===== config.mk =====
export PLATFORM = sky130hd
export DESIGN_NAME = cc20_front_flat
export DESIGN_NICKNAME = d
export VERILOG_FILES = /design/src/hdl/cc20_pkg.sv /design/src/hdl/cc20_in_if.sv /design/src/hdl/cc20_front.sv /design/src/flat_wrapper.sv
export SDC_FILE = /design/constraint.sdc
export NUM_CORES = 1
export LEC_CHECK = 0
export BUFFER_PORTS_ARGS = -buffer_cell sky130_fd_sc_hd__buf_2
export CAP_MARGIN = 15
export CORE_MARGIN = 3
export CORE_UTILIZATION = 24
export CTS_CLUSTER_DIAMETER = 120
export DETAILED_ROUTE_END_ITERATION = 8
export PLACE_DENSITY = 0.8
export SLEW_MARGIN = 0
export SYNTH_ARGS = -nofsm -noshare
export SYNTH_HDL_FRONTEND = slang
export SYNTH_SLANG_ARGS = --single-unit

===== constraint.sdc =====
create_clock -name clk -period 1.6 [get_ports clk]
set_input_delay 0.48 -clock clk [delete_from_list [all_inputs] [get_ports clk]]
set_output_delay 0.48 -clock clk [all_outputs]
set_load 0.05 [all_outputs]

===== src/hdl/cc20_pkg.sv =====
// ============================================================================
// cc20_pkg
// Types, constants and helpers shared by the ChaCha20 stream cipher unit.
// ============================================================================
`default_nettype none

package cc20_pkg;

    // Half quarter-round steps per block: 20 rounds, two steps each
    localparam int unsigned HALF_STEPS = 40;
    localparam logic [5:0]  LAST_STEP  = 6'(HALF_STEPS - 1);
    localparam logic [3:0]  FULL_COUNT = 4'd8;

    localparam logic [31:0] SIGMA [4] = '{
        32'h61707865, 32'h3320646E, 32'h79622D32, 32'h6B206574
    };

    // Word indexes packed as {d, c, b, a}; first four are the column round,
    // last four the diagonal round
    localparam logic [15:0] QUARTER_INDEX [8] = '{
        16'hC840, 16'hD951, 16'hEA62, 16'hFB73,
        16'hFA50, 16'hCB61, 16'hD872, 16'hE943
    };

    typedef enum logic [2:0] {
        REG_KEY_0_7     = 3'd0,
        REG_KEY_8_15    = 3'd1,
        REG_KEY_16_23   = 3'd2,
        REG_KEY_24_31   = 3'd3,
        REG_NONCE_0_7   = 3'd4,
        REG_NONCE_8_11  = 3'd5,
        REG_INIT_COUNT  = 3'd6
    } cc20_reg_t;

    typedef struct packed {
        logic [63:0] key_bytes_0_to_7;
        logic [63:0] key_bytes_8_to_15;
        logic [63:0] key_bytes_16_to_23;
        logic [63:0] key_bytes_24_to_31;
        logic [63:0] nonce_bytes_0_to_7;
        logic [31:0] nonce_bytes_8_to_11;
        logic [31:0] initial_block_count;
    } cc20_cfg_t;

    // One classified request on its way from front to back
    typedef struct packed {
        logic [63:0] data;
        logic [3:0]  count;
        logic [2:0]  pos;
        logic        new_block;
        logic        reload;
    } cc20_item_t;

    function automatic logic [63:0] byte_mask(input logic [3:0] count);
        logic [63:0] m;
        m = '0;
        for (int i = 0; i < 8; i++) begin
            m[8*i +: 8] = (4'(i) < count) ? 8'hFF : 8'h00;
        end
        return m;
    endfunction

    function automatic logic [31:0] rotl32(input logic [31:0] v, input int unsigned n);
        return (v << n) | (v >> (32 - n));
    endfunction

endpackage

`default_nettype wire


===== src/hdl/cc20_in_if.sv =====
// ============================================================================
// cc20_in_if
// Input request channel: data bytes, byte count and first-of-message flag.
// ============================================================================
`default_nettype none

interface cc20_in_if;
    logic        valid;
    logic        ready;
    logic [63:0] data_in;
    logic [3:0]  byte_count;
    logic        first_of_message;

    modport source (output valid, data_in, byte_count, first_of_message, input ready);
    modport sink   (input valid, data_in, byte_count, first_of_message, output ready);
endinterface

`default_nettype wire


===== src/hdl/cc20_front.sv =====
// ============================================================================
// cc20_front
// Accepts input requests, saturates the count and tracks the keystream word
// position, tagging each request that starts a new keystream block.
// ============================================================================
`default_nettype none

module cc20_front
    import cc20_pkg::*;
(
    input  wire logic   clk,
    input  wire logic   rst_n,
    cc20_in_if.sink     in_chan,
    input  wire logic   q_ready,
    output logic        push,
    output cc20_item_t  item
);

    logic [2:0] pos_reg, pos_next;
    logic [3:0] count_sat;
    logic [2:0] pos_cur;

    assign in_chan.ready = q_ready;
    assign push          = in_chan.valid && q_ready;

    always_comb
    begin
        count_sat = (in_chan.byte_count > FULL_COUNT) ? FULL_COUNT : in_chan.byte_count;
        pos_cur   = in_chan.first_of_message ? 3'd0 : pos_reg;

        item.data      = in_chan.data_in;
        item.count     = count_sat;
        item.pos       = pos_cur;
        item.new_block = (pos_cur == 3'd0);
        item.reload    = in_chan.first_of_message;

        pos_next = pos_reg;
        if (push)
        begin
            // a short request ends the message: next one starts a fresh block
            pos_next = (count_sat < FULL_COUNT) ? 3'd0 : pos_cur + 3'd1;
        end
    end

    always_ff @(posedge clk or negedge rst_n)
    begin
        if (!rst_n)
        begin
            pos_reg <= '0;
        end
        else
        begin
            pos_reg <= pos_next;
        end
    end

endmodule

`default_nettype wire


===== src/flat_wrapper.sv =====
// flat-port wrapper written by rule: the top's interface ports become plain ports
module cc20_front_flat import cc20_pkg::*;
  (clk, rst_n, q_ready, push, item, in_chan_valid, in_chan_data_in, in_chan_byte_count, in_chan_first_of_message, in_chan_ready);
  cc20_in_if in_chan_i ();
  input  wire logic clk;
  input  wire logic rst_n;
  input  wire logic q_ready;
  output logic push;
  output cc20_item_t item;
  input wire logic [$bits(in_chan_i.valid)-1:0] in_chan_valid;
  input wire logic [$bits(in_chan_i.data_in)-1:0] in_chan_data_in;
  input wire logic [$bits(in_chan_i.byte_count)-1:0] in_chan_byte_count;
  input wire logic [$bits(in_chan_i.first_of_message)-1:0] in_chan_first_of_message;
  output wire logic [$bits(in_chan_i.ready)-1:0] in_chan_ready;
  assign in_chan_i.valid = in_chan_valid;
  assign in_chan_i.data_in = in_chan_data_in;
  assign in_chan_i.byte_count = in_chan_byte_count;
  assign in_chan_i.first_of_message = in_chan_first_of_message;
  assign in_chan_ready = in_chan_i.ready;
  cc20_front u_core (.clk(clk), .rst_n(rst_n), .in_chan(in_chan_i), .q_ready(q_ready), .push(push), .item(item));
endmodule

==> impl_metrics.toml, run 1 <==
[setup_path]
setup.worst_path.end_class = "primary output"
worstPathMaxFanout = 4
regToRegSetupSlack_ps = 330
endpoint = "item[1]"
crit_required_ps = 1120
crit_start = "in_chan_first_of_message"
timing.rr.end = "u_core.pos_reg[2]$_DFFE_PN0P_"
reg2reg_from = "u_core.pos_reg[0]$_DFFE_PN0P_"
cp_data_arrival_time_ps = 1200
r2r_cells = 6
path_class = "in -> out"
start_kind = "input port"

[timing]
finalSetupViolations = 1
maxSlewViolCount = 0
worst_slack_ps = -81.2
finalHoldViolations = 0
rsz0062_at_grt = "yes"
fin_crit_ps = 1680
fin_crit_sh_pct = 105
max_freq_mhz = 595
whs_ps = 35.0
tightest_slew_ps = 251
setup_tns_ps = -81.2
slew_headroom_pct = 83.3
finClkSkew_ps = 0.914

[route]
wl_per_cell_um = 14.1
vias_per_cell = 4.20
first_iter_violations = 15
drcViolationCount = 0
ant_nets = 0
vias = 349
drtPass1Iterations = 2
finalWirelength_mm = 1.17

[synth]
netlist-cell-type-count = 16
synth.area.top_cells = "buf_4 69%, dfrtp_1 10%, nor2b_1 4.4%, ha_1 3.5%, nand2_1 2.1%"
avgSynthCellArea_sq_um = 7.71
netlist_instances = 93
syn_nets = 168
async_flop_share_pct = 100
yosysTopAreaCell = "buf_4"
yosysMostFrequentCell = "buf_4"
synth_area_sq_um = 717
yosys-top-cells-count = "66 x buf_4, 5 x nor2b_1, 4 x nand2_1, 3 x dfrtp_1, 3 x inv_1"
synth-edff-count = 0
ys.flop_type = "dfrtp_1"
ys_seq_area_share_pct = 10.5
ys_warn_count = 0
yosys_register_bits = 3
yosysTopAreaCellShare_pct = 69.1

[clock_network]
root_buffer = "clkbuf_4"
h-tree-depth = 1
clk_latency_ps = 230
clk_pin_slew_ps = 40
clk_path_buf_depth = 2
cts_hold_buffers = 0
cts_buffers = 3
tritoncts = "done"
cts.sinks = 3

[grt]
grt_max_degree = 9
grt_use_total_pct = 5.86
grt_pass1_wl_mm = 1.46
overflow = 0
antenna_found_initial = 0
grt_pass1_vias = 360

[outcome]
violations = "negative setup slack"
status = "finished, violations left"

[final_layout]
final_cell_area_sq_um = 477
syn_to_final_growth_pct = -33.5
antenna_cells = 0
largest_reg_flops = 3
fin_nets = 128
layout-drive-gt1-share_pct = 65.4

[die]
start_util_pct = 25.6
rows = 19
die_y_um = 60.7
die_w_um = 60.7
die_area_sq_mm = 0.00368
io_pins = 148
core_sq_mm = 0.00281

[pwr]
peakVddDrop_mv = 0.119
pwr_density_cell_mw_per_mm2 = 836
leakagePower_nw = 0.248
power_mw = 0.398

[placed_design]
dpl_worst_slack_ps = -198
place_congestion = 0.675
place_area_sq_um = 399
io_buffers = 19

[hold_path]
hold_path_class = "in -> async"

[flow_run]
drv_cap = 0
-- worst min path at each step --
| stage | endpoint | cells past startpoint |
|---|---|---|
| final | u_core.pos_reg[0]$_DFFE_PN0P_ | 1 |
| after detailed placement | u_core.pos_reg[2]$_DFFE_PN0P_ | 1 |
| after CTS | u_core.pos_reg[0]$_DFFE_PN0P_ | 1 |
| after global routing | u_core.pos_reg[0]$_DFFE_PN0P_ | 1 |
| after floorplan | u_core.pos_reg[0]$_DFFE_PN0P_ | 0 |
| after global placement | u_core.pos_reg[2]$_DFFE_PN0P_ | 1 |
-- layer usage --
metal	up-vias	routed length (um)	track usage [%]
li1	137	-	-
met1	139	242	1.91
met2	35	496	8.55
met3	38	274	5.74
met4	0	156	11.5
met5	-	0	0
-- report_power, final --
part           internal (mW)  total (mW)  switching [mW]
clock network         0.0934       0.132          0.0384
registers             0.0856      0.0942         0.00861
logic                 0.0688       0.172           0.104
-- what timing repair did --
action | CTS | global route
gates resized for setup | 8 | 5
setup buffers | 1 | 0
endpoints found under the setup margin | 3 | 3
-- cells in the final DEF (no fill, tap or decap), types with 2 or more instances in the layout --
master / count
clkbuf_4: 3
buf_4: 4
buf_8: 2
nand2_1: 4
nor2b_2: 3
nor2b_4: 3
buf_2: 15
inv_1: 2
dfrtp_1: 3
-- layout make-up --
cell class                 count  area (sq um)
tap                           31          38.8
timing repair buffer          22           146
inverter                       3          11.3
multi-input combinational     20           179
fill                         322          2330
clock buffer                   4          26.3
sequential                     3          75.1
-- stage by stage --
step           utilization [%]  cells
6_report                  17.0     83
4_1_cts                   16.4     84
5_1_grt                   17.0     83
3_5_place_dp              14.2     79
2_1_floorplan                -     93
3_3_place_gp              14.2     79
-- cells by family (layout without fill, tap and decap cells) --
| group | count (synthesis) | in the layout | synth area share [%] |
|---|---|---|---|
| adder cells (fa/ha/maj) | 2 | 2 | 3.49 |
| AO/OA/AOI/OAI | 3 | 3 | 2.97 |
| flip-flops | 3 | 3 | 10.5 |
| XOR/XNOR | 1 | 1 | 1.22 |
| buffers and inverters | 70 | 29 | 71.2 |
| AND/OR/NAND/NOR | 14 | 14 | 10.6 |
-- worst max-delay path: stages --
cell and delay [ps]:
buf_2 150, nand2b_4 160, ha_4 120, nor2b_4 130
buf_8 150
Power figures use the tool's default switching activity.
==> inputs of run 2 (changes only) <==
clock period = 1.8 ns   (was 1.6 ns; I/O delays follow)
==> run 2 against run 1 <==
Effect of this change: the run now ends clean; sequential power down 11%; critical path type unchanged; sequential share of layout area grew 0.51 points; clock skew rose by 3.4 ps; utilization is 0.54 points lower.
==> impl_metrics.toml, run 2 (synthesis results as in run 1) <==
[outcome]
status = "finished, final reports clean"

[grt]
antenna_found_initial = 0
met2_usage_pct = 6.26
grt.busiest_layer = "met4"
overflow = 0
grt_pass1_vias = 354
grt_use_total_pct = 5.72
grt_max_degree = 9
met3_usage_pct = 4.04
grt.met1_usage_pct = 3.80
grt_pass1_wl_mm = 1.56

[clock_network]
h-tree-depth = 1
clk_pin_slew_ps = 40
cts.sinks = 3
clk_latency_ps = 240
root_buffer = "clkbuf_4"
cts_hold_buffers = 0
cts_buffers = 3
tritoncts = "done"
clk_path_buf_depth = 2

[die]
die_w_um = 60.7
start_util_pct = 25.6
die_area_sq_mm = 0.00368
core_sq_mm = 0.00281
io_pins = 148
rows = 19
die_y_um = 60.7

[setup_path]
path_class = "in -> out"
cp_data_arrival_time_ps = 1210
setup.worst_path.end_class = "primary output"
start_kind = "input port"
crit_required_ps = 1260
worstPathMaxFanout = 3

[timing]
maxSlewViolCount = 0
fin_crit_sh_pct = 97.1
slew_headroom_pct = 83.3
finalHoldViolations = 0
finalSetupViolations = 0
finClkSkew_ps = 4.32
tightest_slew_ps = 252
rsz0062_at_grt = "no"
setup_tns_ps = 0
worst_slack_ps = 52.9
max_freq_mhz = 572
fin_crit_ps = 1750

[pwr]
power.share.clock_pct = 34.9
sw_frac_of_total_pct = 38.9
p_sw_mw = 0.139
internal-power_mw = 0.218
p_seq_share_pct = 23.4
pwr_density_cell_mw_per_mm2 = 773
peakVddDrop_mv = 0.122
leakagePower_nw = 0.249
pwr-share-comb_pct = 41.7

[hold_path]
hold_path_class = "in -> async"

[placed_design]
place_congestion = 0.695
io_buffers = 19
dpl_worst_slack_ps = -97.5
dp_hpwl_um = 911

[final_layout]
layout_common_cells = "16 x buf_2, 5 x buf_4, 4 x nand2_1"
fin_nets = 129
syn_to_final_growth_pct = -35.6
antenna_cells = 0
fillers = 325
layout-drive-gt1-share_pct = 60.4
largest_reg_flops = 3
final_common_cell = "buf_2"

[flow_run]
drv_cap = 0

[route]
drtPass1Iterations = 2
first_iter_violations = 8
vias = 344
wl_per_cell_um = 14.1
ant_nets = 0
drcViolationCount = 0
finalWirelength_mm = 1.19
vias_per_cell = 4.10
run 2: cell count changes in the layout (fill, tap and decap cells not counted), sizes merged:
cell	before	now
buf	22	23
run 2: power groups by stage:
stage / combinational (mW) / sequential (mW) / clock [mW]
after floorplan: 0.483 / 0.0810 / 0
after global placement: 0.129 / 0.0829 / 0
after detailed placement: 0.131 / 0.0822 / 0
after CTS: 0.138 / 0.0833 / 0.130
after global routing: 0.160 / 0.0846 / 0.134
final: 0.149 / 0.0835 / 0.124
run 2: per-layer routing:
metal	part of all wire [%]	vias up
li1	-	137
met1	28	130
met2	38	51
met3	20	26
met4	14	0
met5	0	-
run 2: worst max-delay path: stages:
cell and delay, ps:
buf_6 100, nand2b_4 150, ha_4 150, nor2b_4 120, buf_8 140
run 2: metrics by stage:
stage	util [%]	cells	instance area (sq um)	total power [mW]	hold slack (ps)
4_1_cts	15.5	83	434	0.351	82.8
2_1_floorplan	-	93	734	0.564	244
3_3_place_gp	14.0	79	392	0.212	340
6_report	16.5	84	462	0.357	90.4
5_1_grt	16.5	84	462	0.378	88.9
3_5_place_dp	14.0	79	392	0.213	340
run 2: worst paths after layout:
check / endpoint / cells past startpoint / slack, ps / start
min: u_core.pos_reg[2]$_DFFE_PN0P_ / 1 / 90 / rst_n
min in group clk: u_core.pos_reg[1]$_DFFE_PN0P_ / 2 / 540 / u_core.pos_reg[1]$_DFFE_PN0P_
min reg2reg: u_core.pos_reg[1]$_DFFE_PN0P_ / 2 / 540 / u_core.pos_reg[1]$_DFFE_PN0P_
max in group asynchronous: u_core.pos_reg[1]$_DFFE_PN0P_ / 1 / 1600 / rst_n
max reg2reg: u_core.pos_reg[2]$_DFFE_PN0P_ / 6 / 560 / u_core.pos_reg[0]$_DFFE_PN0P_
max: item[1] / 5 / 50 / in_chan_first_of_message
run 2: area by class of cell:
cell class	count	area [sq um]	share of cell area [%]
multi-input cells	20	166	36.0
inverters	3	11.3	2.44
repair buffers	23	144	31.2
well taps	31	38.8	8.40
flip-flops and latches	3	75.1	16.3
clock buffers	4	26.3	5.69
run 2: repair_timing:
action,CTS,global route
buffers inserted,0,1
resized for setup,4,5
setup endpoints to repair,2,1
