`src/hdl/cc20_pkg.sv`:
```
// ============================================================================
// cc20_pkg
// Types, constants and helpers shared by the ChaCha20 stream cipher unit.
// ============================================================================
`default_nettype none

package cc20_pkg;

    // Half quarter-round steps per block: 20 rounds, two steps each
    localparam int unsigned HALF_STEPS = 40;
    localparam logic [5:0]  LAST_STEP  = 6'(HALF_STEPS - 1);
    localparam logic [3:0]  FULL_COUNT = 4'd8;

    localparam logic [31:0] SIGMA [4] = '{
        32'h61707865, 32'h3320646E, 32'h79622D32, 32'h6B206574
    };

    // Word indexes packed as {d, c, b, a}; first four are the column round,
    // last four the diagonal round
    localparam logic [15:0] QUARTER_INDEX [8] = '{
        16'hC840, 16'hD951, 16'hEA62, 16'hFB73,
        16'hFA50, 16'hCB61, 16'hD872, 16'hE943
    };

    typedef enum logic [2:0] {
        REG_KEY_0_7     = 3'd0,
        REG_KEY_8_15    = 3'd1,
        REG_KEY_16_23   = 3'd2,
        REG_KEY_24_31   = 3'd3,
        REG_NONCE_0_7   = 3'd4,
        REG_NONCE_8_11  = 3'd5,
        REG_INIT_COUNT  = 3'd6
    } cc20_reg_t;

    typedef struct packed {
        logic [63:0] key_bytes_0_to_7;
        logic [63:0] key_bytes_8_to_15;
        logic [63:0] key_bytes_16_to_23;
        logic [63:0] key_bytes_24_to_31;
        logic [63:0] nonce_bytes_0_to_7;
        logic [31:0] nonce_bytes_8_to_11;
        logic [31:0] initial_block_count;
    } cc20_cfg_t;

    // One classified request on its way from front to back
    typedef struct packed {
        logic [63:0] data;
        logic [3:0]  count;
        logic [2:0]  pos;
        logic        new_block;
        logic        reload;
    } cc20_item_t;

    function automatic logic [63:0] byte_mask(input logic [3:0] count);
        logic [63:0] m;
        m = '0;
        for (int i = 0; i < 8; i++) begin
            m[8*i +: 8] = (4'(i) < count) ? 8'hFF : 8'h00;
        end
        return m;
    endfunction

    function automatic logic [31:0] rotl32(input logic [31:0] v, input int unsigned n);
        return (v << n) | (v >> (32 - n));
    endfunction

endpackage

`default_nettype wire

```
`src/hdl/cc20_queue.sv`:
```
// ============================================================================
// cc20_queue
// Short FIFO of classified requests between the front and the back.
// ============================================================================
`default_nettype none

module cc20_queue
    import cc20_pkg::*;
#(
    parameter int unsigned DEPTH = 4
)
(
    input  wire logic       clk,
    input  wire logic       rst_n,
    input  wire logic       push,
    input  wire cc20_item_t push_item,
    output logic            ready,
    output logic            valid,
    output cc20_item_t      head,
    input  wire logic       pop
);

    localparam int unsigned AW = (DEPTH > 1) ? $clog2(DEPTH) : 1;
    localparam int unsigned CW = $clog2(DEPTH + 1);

    cc20_item_t     slot_reg [DEPTH];
    logic [AW-1:0]  wr_ptr_reg, wr_ptr_next;
    logic [AW-1:0]  rd_ptr_reg, rd_ptr_next;
    logic [CW-1:0]  fill_reg, fill_next;

    assign ready = (fill_reg != CW'(DEPTH));
    assign valid = (fill_reg != '0);
    assign head  = slot_reg[rd_ptr_reg];

    always_comb
    begin
        wr_ptr_next = wr_ptr_reg;
        rd_ptr_next = rd_ptr_reg;
        fill_next   = fill_reg;
        if (push)
        begin
            wr_ptr_next = (wr_ptr_reg == AW'(DEPTH - 1)) ? '0 : wr_ptr_reg + 1'b1;
        end
        if (pop)
        begin
            rd_ptr_next = (rd_ptr_reg == AW'(DEPTH - 1)) ? '0 : rd_ptr_reg + 1'b1;
        end
        if (push && !pop)
        begin
            fill_next = fill_reg + 1'b1;
        end
        else if (pop && !push)
        begin
            fill_next = fill_reg - 1'b1;
        end
    end

    always_ff @(posedge clk or negedge rst_n)
    begin
        if (!rst_n)
        begin
            wr_ptr_reg <= '0;
            rd_ptr_reg <= '0;
            fill_reg   <= '0;
        end
        else
        begin
            wr_ptr_reg <= wr_ptr_next;
            rd_ptr_reg <= rd_ptr_next;
            fill_reg   <= fill_next;
        end
    end

    always_ff @(posedge clk)
    begin
        if (push)
        begin
            slot_reg[wr_ptr_reg] <= push_item;
        end
    end

endmodule

`default_nettype wire

```
`config.mk`:
```
export PLATFORM = sky130hd
export DESIGN_NAME = cc20_queue
export DESIGN_NICKNAME = d
export VERILOG_FILES = /design/src/hdl/cc20_pkg.sv /design/src/hdl/cc20_queue.sv
export SDC_FILE = /design/constraint.sdc
export NUM_CORES = 1
export LEC_CHECK = 0
export BUFFER_PORTS_ARGS = -buffer_cell sky130_fd_sc_hd__buf_4
export CORE_ASPECT_RATIO = 1.5
export CORE_MARGIN = 2
export CORE_UTILIZATION = 30
export DETAILED_ROUTE_END_ITERATION = 12
export GPL_TIMING_DRIVEN = 0
export PLACE_DENSITY_LB_ADDON = 0.3
export SLEW_MARGIN = 20
export SYNTH_ARGS = -nofsm -noshare
export SYNTH_HDL_FRONTEND = slang
export SYNTH_SLANG_ARGS = --single-unit
export TNS_END_PERCENT = 5
```
`constraint.sdc`:
```
create_clock -name clk -period 3.11 [get_ports clk]
set_input_delay 0.311 -clock clk [delete_from_list [all_inputs] [get_ports clk]]
set_output_delay 0.311 -clock clk [all_outputs]
set_load 0.005 [all_outputs]
```
==> run summary, run 1 <==
status -> completed
Achievable Freq -> 0.403 GHz
post-synthesis register bit count -> 299
Routed Antenna Nets -> 0
Root Driver -> clkbuf_16
vias per cell -> 4.40
worst relative slew slack -> 58.1%
initial core utilization -> 30.5%
total power -> 12.9 mW
Final Hold Viols -> 0
Die Span X -> 160 um
CP Capture Type -> primary output
CTS buffer count -> 30
dpl cell area -> 12,800 sq um
die extent in y -> 238 um
filler cell count -> 3,261
largest net degree at the start of global routing -> 29
ys async rst share -> 2.34%
H-tree depth -> 1
Die Area -> 38,100 sq um
via count -> 5,227
number of port buffers -> 151
Most used DFF post-synth -> edfxtp_1
Post-synth EDFFs -> 292
peak supply drop -> 0.469 mV
RSZ-0062 raised after global routing -> no
CTS Hold Bufs -> 76
Avg Cell Area, Syn -> 26.1 sq um
post-synthesis sequential area ratio -> 81.7%
initial antenna violation count -> 2
IO Pins -> 152
Period Utilization, post-route -> 79.7%
Hold Crit Class -> input pin to asynchronous set/reset pin
Ys Warns -> 0
first-pass GRT wire length -> 34,900 um
layout cells sized above 1 -> 42.5%
Critical Path AT -> 2.17 ns
max cap viols -> 0
Max Slew Vio Count -> 0
area share of the largest cell type after synthesis -> 80.1%
Total Routed Length -> 22,600 um
TritonRoute pass-1 iters -> 4
Overflow after GRT -> 0
clock sinks -> 299
# Post-CTS Setup Buffers -> 0
worst-margin pin slew -> 0.629 ns
synth unique cells -> 18
RePlAce Congestion -> 0.688
CP Data Required Time -> 2.80 ns
clk buf depth -> 3
row cnt -> 85
worst-path maximum fanout -> 10
Post-synth top cells -> edfxtp_1, mux4_2, buf_2, dfrtp_1
CP startpoint kind -> flop
final instance area -> 14,700 sq um
post-layout net count -> 770
max reg flops -> 292
Skew-Pair Late Insertion Delay -> 0.56 ns
core area -> 35,900 sq um
Global Route Usage Sum -> 12.0%
placed insts -> 1,056
dominant cell type by area after synthesis -> edfxtp_1
WS Path Type -> flop to primary output
Layout Cells excl Fill -> 1,189
DR DRC count -> 0
Net Count, Synth -> 503
# setup viols final -> 0
final worst path period need -> 2.48 ns
DRT iter0 DRCs -> 259
DP HPWL -> 14,700 um
WL per Instance -> 19.0 um
Area contributors post-synth -> edfxtp_1, mux4_2, dfrtp_1
Clock Skew -> 0.00762 ns
pwr dens -> 878 nW/um^2
most frequent cell after synthesis -> edfxtp_1
LEAKAGE -> 5.03 nW
Mapped Area -> 10,900 sq um
CTS tree -> built
Syn Inst Count -> 419
vias in the first global route -> 6,162
area grow syn2layout -> 34.0%
clk slew on worst S/H paths -> 0.06 ns
post-CTS sizing -> 0
worst paths after layout:
| check | startpoint | to | slack [ns] | depth (start not counted) |
|---|---|---|---|---|
| setup / recovery | rd_ptr_reg[0] | head[42] | 0.63 | 4 |
| hold reg to reg | fill_reg[2] | fill_reg[2] | 0.50 | 1 |
| max in group asynchronous | rst_n | rd_ptr_reg[0] | 2.87 | 2 |
| min in group clk | push_item[54] | slot_reg[3][54] | 0.49 | 2 |
| setup reg to reg | wr_ptr_reg[0] | slot_reg[2][2] | 1.44 | 4 |
| hold / removal | rst_n | wr_ptr_reg[1] | 0.12 | 2 |
power breakdown:
part           internal (mW)  switching (mW)  total (mW)
clock                   2.24            1.52        3.76
sequential              5.16           0.169        5.33
combinational           2.07            1.72        3.79
total                   9.47            3.41        12.9
stage by stage:
stage / hold slack (ns) / setup WS (ns) / utilization, % / setup TNS, ns
final: 0.116 / 0.631 / 40.8 / 0
after detailed placement: 0.131 / 1.13 / 35.7 / 0
after floorplan: 0.0154 / 0.340 / - / 0
after global placement: 0.125 / -1.00 / 35.3 / -283.88
after global routing: 0.0888 / 0.481 / 40.8 / 0
after CTS: 0.0572 / 0.511 / 40.8 / 0
cells in the final DEF, fill, tap and decap left out:
cell type	instances
bufinv_16	4
clkinvlp_4	5
edfxtp_1	292
fa_1	1
buf_6	6
clkinv_2	1
or3_1	1
clkbuf_16	31
ha_1	6
nor2_1	4
buf_12	8
diode_2	1
mux2_2	3
inv_1	4
clkbuf_1	5
clkinv_8	1
clkinv_1	4
nand2_1	3
dlygate4sd3_1	76
dfrtp_1	7
xor2_1	2
mux4_2	73
clkbuf_8	3
inv_6	1
o21ai_0	2
buf_2	7
xnor2_1	1
and2_4	4
clkinv_4	2
buf_4	153
routing by layer:
metal  GRT usage [%]  share of wire (%)  vias up
li1                -                  -     2332
met1            13.0                 37     2724
met2            22.7                 55      122
met3            2.28                4.7       47
met4            5.19                3.5        2
met5               0              0.071        -
kinds of logic (layout without fill, tap and decap cells):
| logic type | count (synthesis) | count (layout) | share of synthesized area (%) |
|---|---|---|---|
| flops | 299 | 299 | 81.7 |
| mux | 76 | 76 | 15.3 |
| buf+inv | 20 | 311 | 1.25 |
| simple gates | 12 | 12 | 0.526 |
| fa+ha+maj | 7 | 7 | 0.869 |
| xor+xnor | 3 | 3 | 0.240 |
| compound gates | 2 | 2 | 0.0914 |
| other cells | 0 | 1 | 0 |
final cells by class:
| type | instances | area [sq um] | share of cell area (%) |
|---|---|---|---|
| flip-flops and latches | 299 | 8940 | 61.0 |
| repair buffers | 235 | 2050 | 14.0 |
| multi-input cells | 100 | 1880 | 12.8 |
| clock buffers | 38 | 832 | 5.67 |
| well taps | 478 | 598 | 4.08 |
| clock inverters | 18 | 220 | 1.50 |
| plain buffers | 16 | 121 | 0.828 |
| inverters | 4 | 15.0 | 0.102 |
| diodes | 1 | 2.50 | 0.0171 |
worst max-delay path, stage by stage, from the launching register on:
cell and delay, ns:
dfrtp_1 0.43, buf_6 0.24, buf_6 0.22, mux4_2 0.55, buf_4 0.16
No activity file was read; power rests on OpenSTA's default activity.
==> inputs of run 2 (changes only) <==
- clock period: 3.11 -> 2.2 ns (I/O delays scaled with it)
==> run summary, run 2 (synthesis results as in run 1) <==
status -> finished, violations left
failing checks -> negative setup slack
Achievable Freq -> 0.447 GHz
Layout Utilization -> 41.0%
Period Utilization, post-route -> 102%
Hold Crit Class -> input pin to flop
peak supply drop -> 0.592 mV
Overflow after GRT -> 0
largest net degree at the start of global routing -> 41
number of port buffers -> 151
Max Slew Vio Count -> 0
worst relative slew slack -> 59.4%
Place WS -> 0.233 ns
RePlAce Congestion -> 0.678
Root Driver -> clkbuf_16
crit-path max cell delay -> 0.53 ns
LEAKAGE -> 5.05 nW
# setup viols final -> 19
area grow syn2layout -> 34.5%
worst-path maximum fanout -> 10
H-tree depth -> 1
Die Area -> 38,100 sq um
post-layout net count -> 770
Global Route Usage Sum -> 11.9%
worst-margin pin slew -> 0.610 ns
final setup margin -> -0.0361 ns
RSZ-0062 raised after global routing -> yes
IO Pins -> 152
pwr dens -> 1230 nW/um^2
TritonRoute pass-1 iters -> 6
Routed Antenna Nets -> 0
CTS tree -> built
final worst path period need -> 2.24 ns
initial antenna violation count -> 1
layout cells sized above 1 -> 42.5%
critical path's slowest cell -> mux4_2
vias per cell -> 4.43
WL per Instance -> 18.9 um
clock sinks -> 299
final instance area -> 14,700 sq um
max cap viols -> 0
crit-path cells -> buf_12, buf_8, mux4_2, buf_4
Skew-Pair Late Insertion Delay -> 0.56 ns
DR DRC count -> 0
clk slew on worst S/H paths -> 0.06 ns
first-pass GRT wire length -> 34,800 um
dpl cell area -> 12,800 sq um
DRT iter0 DRCs -> 208
commonest non-fill, non-tap cell in the layout -> edfxtp_1
WS Path Type -> flop to primary output
max reg flops -> 292
vias in the first global route -> 6,080
Total Routed Length -> 22,300 um
CP Capture Type -> primary output
via count -> 5,247
Die Span X -> 160 um
Final Hold Viols -> 0
n_diodes -> 0
die extent in y -> 238 um
CP startpoint kind -> flop
initial core utilization -> 30.5%
Critical Path AT -> 2.02 ns
Clock Skew -> 0.0209 ns
CP Data Required Time -> 1.98 ns
row cnt -> 85
DP HPWL -> 14,000 um
most frequent cells in the layout -> edfxtp_1, buf_4, dlygate4sd3_1, mux4_2, buf_6
core area -> 35,900 sq um
clk buf depth -> 3
CTS buffer count -> 28
==> run 2: worst paths after layout <==
path	start	end	slack (ns)	depth (start not counted)
max in group asynchronous	rst_n	rd_ptr_reg[0]	1.28	3
min in group asynchronous	rst_n	rd_ptr_reg[1]	0.63	3
setup / recovery	rd_ptr_reg[0]	head[21]	-0.04	4
setup reg to reg	wr_ptr_reg[0]	slot_reg[2][32]	0.29	4
hold / removal	push_item[55]	slot_reg[0][55]	0.40	2
hold reg to reg	fill_reg[2]	fill_reg[2]	0.50	1
==> run 2: report_power, final <==
group	switching, mW	internal, mW	total [mW]	leakage, nW
Combinational	2.52	3.34	5.86	1.85
Clock	2.01	2.68	4.69	0.436
Sequential	0.241	7.30	7.54	2.76
Total	4.77	13.3	18.1	5.05
==> run 2: routing by layer <==
| metal | GRT usage, % | up-vias | wire length (um) |
|---|---|---|---|
| met5 | 0 | - | 7 |
| met2 | 23.2 | 118 | 12700 |
| met1 | 12.8 | 2765 | 8250 |
| li1 | - | 2333 | - |
| met4 | 4.12 | 2 | 459 |
| met3 | 2.05 | 29 | 948 |
==> run 2: final cells by class <==
cell class	count	area, sq um
clock buffer	31	712
sequential	299	8940
inverter	4	15.0
fill	3235	21200
timing repair buffer	237	2200
buffer	16	188
tap	478	598
multi-input combinational	100	1880
clock inverter	19	188
==> run 2: critical path: cells and delay by family, from the launching register on <==
kind | cells | cell delay, ns
buffers and inverters | 3 | 0.49
multiplexers | 1 | 0.53
flip-flops | 1 | 0.42
==> run 2: stage by stage <==
step           power [mW]  hold slack, ns  setup TNS [ns]  std cells
2_1_floorplan        10.5         -0.0756         -116.47        419
3_3_place_gp         12.9          0.0348         -478.24       1048
3_5_place_dp         13.1          0.0425               0       1053
4_1_cts              18.5           0.365           -5.35       1183
5_1_grt              19.0           0.385           -6.00       1184
6_report             18.1           0.401          -0.250       1184
==> run 2: timing repair <==
action                                 4_1_cts  5_1_grt
cloned                                       0        0
hold buffers                                77        0
endpoints found under the hold margin      303        0
resized for setup                           58        0
buffers inserted                             3        1
setup endpoints to repair                   73       72
==> inputs of run 3 (changes only) <==
==> constraint.sdc (replaced) <==
create_clock -name clk -period 2.2 [get_ports clk]
set_input_delay 0.55 -clock clk [delete_from_list [all_inputs] [get_ports clk]]
set_output_delay 0.55 -clock clk [all_outputs]
set_load 0.005 [all_outputs]
==> run summary, run 3 (synthesis results as in run 1) <==
Achievable Freq -> 0.390 GHz
total power -> 18.0 mW
area grow syn2layout -> 27.6%
peak supply drop -> 0.580 mV
pwr dens -> 1290 nW/um^2
failing checks -> negative setup slack
number of port buffers -> 151
Global Route Usage Sum -> 11.7%
row cnt -> 85
worst-path maximum fanout -> 10
clk buf depth -> 3
DRT iter0 DRCs -> 221
final setup margin -> -0.365 ns
LEAKAGE -> 4.74 nW
Max Slew Vio Count -> 0
DP HPWL -> 14,000 um
worst-margin pin slew -> 0.606 ns
worst relative slew slack -> 59.6%
final worst path period need -> 2.56 ns
initial core utilization -> 30.5%
DR DRC count -> 0
HP Start -> push_item[14]
CTS tree -> built
Period Utilization, post-route -> 117%
filler cell count -> 3,290
CP Capture Type -> primary output
endpoint with the worst hold slack -> slot_reg[3][14]
setup slack, reg-to-reg -> 0.29 ns
Die Span X -> 160 um
sequential power share -> 41.9%
IO Pins -> 152
Total Routed Length -> 22,100 um
dpl cell area -> 12,800 sq um
clk slew on worst S/H paths -> 0.06 ns
logic gate share of total power -> 32.0%
die extent in y -> 238 um
CP Data Required Time -> 1.65 ns
vias per cell -> 4.49
Place WS -> -0.0179 ns
internal power -> 13.2 mW
Root Driver -> clkbuf_16
post-layout net count -> 694
WL per Instance -> 19.9 um
Overflow after GRT -> 0
RePlAce Congestion -> 0.678
reg-to-reg startpoint -> wr_ptr_reg[0]
via count -> 4,980
status -> finished, violations left
Skew-Pair Late Insertion Delay -> 0.56 ns
clock group share of total power -> 26.1%
H-tree depth -> 1
largest net degree at the start of global routing -> 41
core area -> 35,900 sq um
Clock Skew -> 0.0216 ns
sw frac -> 26.4%
Sw Pwr -> 4.75 mW
layout cells sized above 1 -> 47.6%
clock sinks -> 299
WS Path Type -> flop to primary output
Min Hold Slack -> 0.191 ns
Final Hold Viols -> 0
max cap viols -> 0
Hold Crit Class -> input pin to flop
CTS buffer count -> 28
RSZ-0062 raised after global routing -> yes
first-pass GRT wire length -> 34,000 um
reg2reg end -> slot_reg[2][29]
TritonRoute pass-1 iters -> 4
initial antenna violation count -> 1
reg2reg path depth -> 4
Routed Antenna Nets -> 0
hold depth -> 1
most frequent cells in the layout -> edfxtp_1, buf_4, mux4_2, buf_6, clkbuf_16
# setup viols final -> 73
CP startpoint kind -> flop
Critical Path AT -> 2.01 ns
TNS Setup -> -22.73 ns
final instance area -> 14,000 sq um
commonest non-fill, non-tap cell in the layout -> edfxtp_1
vias in the first global route -> 5,762
Die Area -> 38,100 sq um
max reg flops -> 292
==> run 3: changes by cell type in the layout (fill, tap and decap cells not counted), sizes merged <==
cell         delta
diode           +1
dlygate4sd3    -76
==> run 3: timing repair <==
item                                    CTS  global route
resized for setup                        59             0
endpoints found under the hold margin     7             0
endpoints found under the setup margin   73            73
setup buffers                             3             1
hold buffers                              1             0
==> run 3: metrics by stage <==
step / instances / utilization, %
finish: 1109 / 38.9
global route: 1108 / 38.8
CTS: 1107 / 38.8
detailed placement: 1053 / 35.6
global placement: 1048 / 35.3
floorplan: 419 / -
==> run 3: worst max path at each step <==
stage | startpoint | to | slack [ns] | cells after the start
global placement | push | slot_reg[0][14] | -2.12 | 2
CTS | rd_ptr_reg[0] | head[12] | -0.45 | 4
global route | rd_ptr_reg[0] | head[35] | -0.46 | 4
floorplan | wr_ptr_reg[0] | slot_reg[0][0] | -0.56 | 3
detailed placement | rd_ptr_reg[0] | head[12] | -0.02 | 4
finish | rd_ptr_reg[0] | head[21] | -0.36 | 4
==> run 3: power by group through the flow <==
stage | Combinational (mW) | Clock, mW | Sequential, mW
floorplan | 2.85 | 0 | 7.62
global placement | 5.20 | 0 | 7.72
detailed placement | 5.43 | 0 | 7.67
CTS | 6.00 | 4.85 | 7.56
global route | 6.24 | 5.06 | 7.62
finish | 5.76 | 4.69 | 7.54
==> run 3: area by class of cell <==
cell class | count | area [sq um] | share of cell area [%]
Antenna cell | 1 | 2.50 | 0.0179
Buffer | 16 | 188 | 1.34
Clock buffer | 31 | 712 | 5.10
Clock inverter | 19 | 188 | 1.34
Inverter | 4 | 15.0 | 0.107
Multi-Input combinational cell | 100 | 1880 | 13.4
Sequential cell | 299 | 8940 | 64.0
Tap cell | 478 | 598 | 4.28
Timing Repair Buffer | 161 | 1440 | 10.3
==> run 3: worst max-delay path, stage by stage (launching register included) <==
cell and delay, ns:
dfrtp_2 0.42, buf_12 0.17, buf_8 0.18, mux4_2 0.53
buf_4 0.15
==> run 3: routing by layer <==
metal / GRT usage [%] / share of wire (%)
met1: 12.6 / 36
met4: 4.10 / 2.1
met3: 2.24 / 4.7
met5: 0 / 0
met2: 22.7 / 57
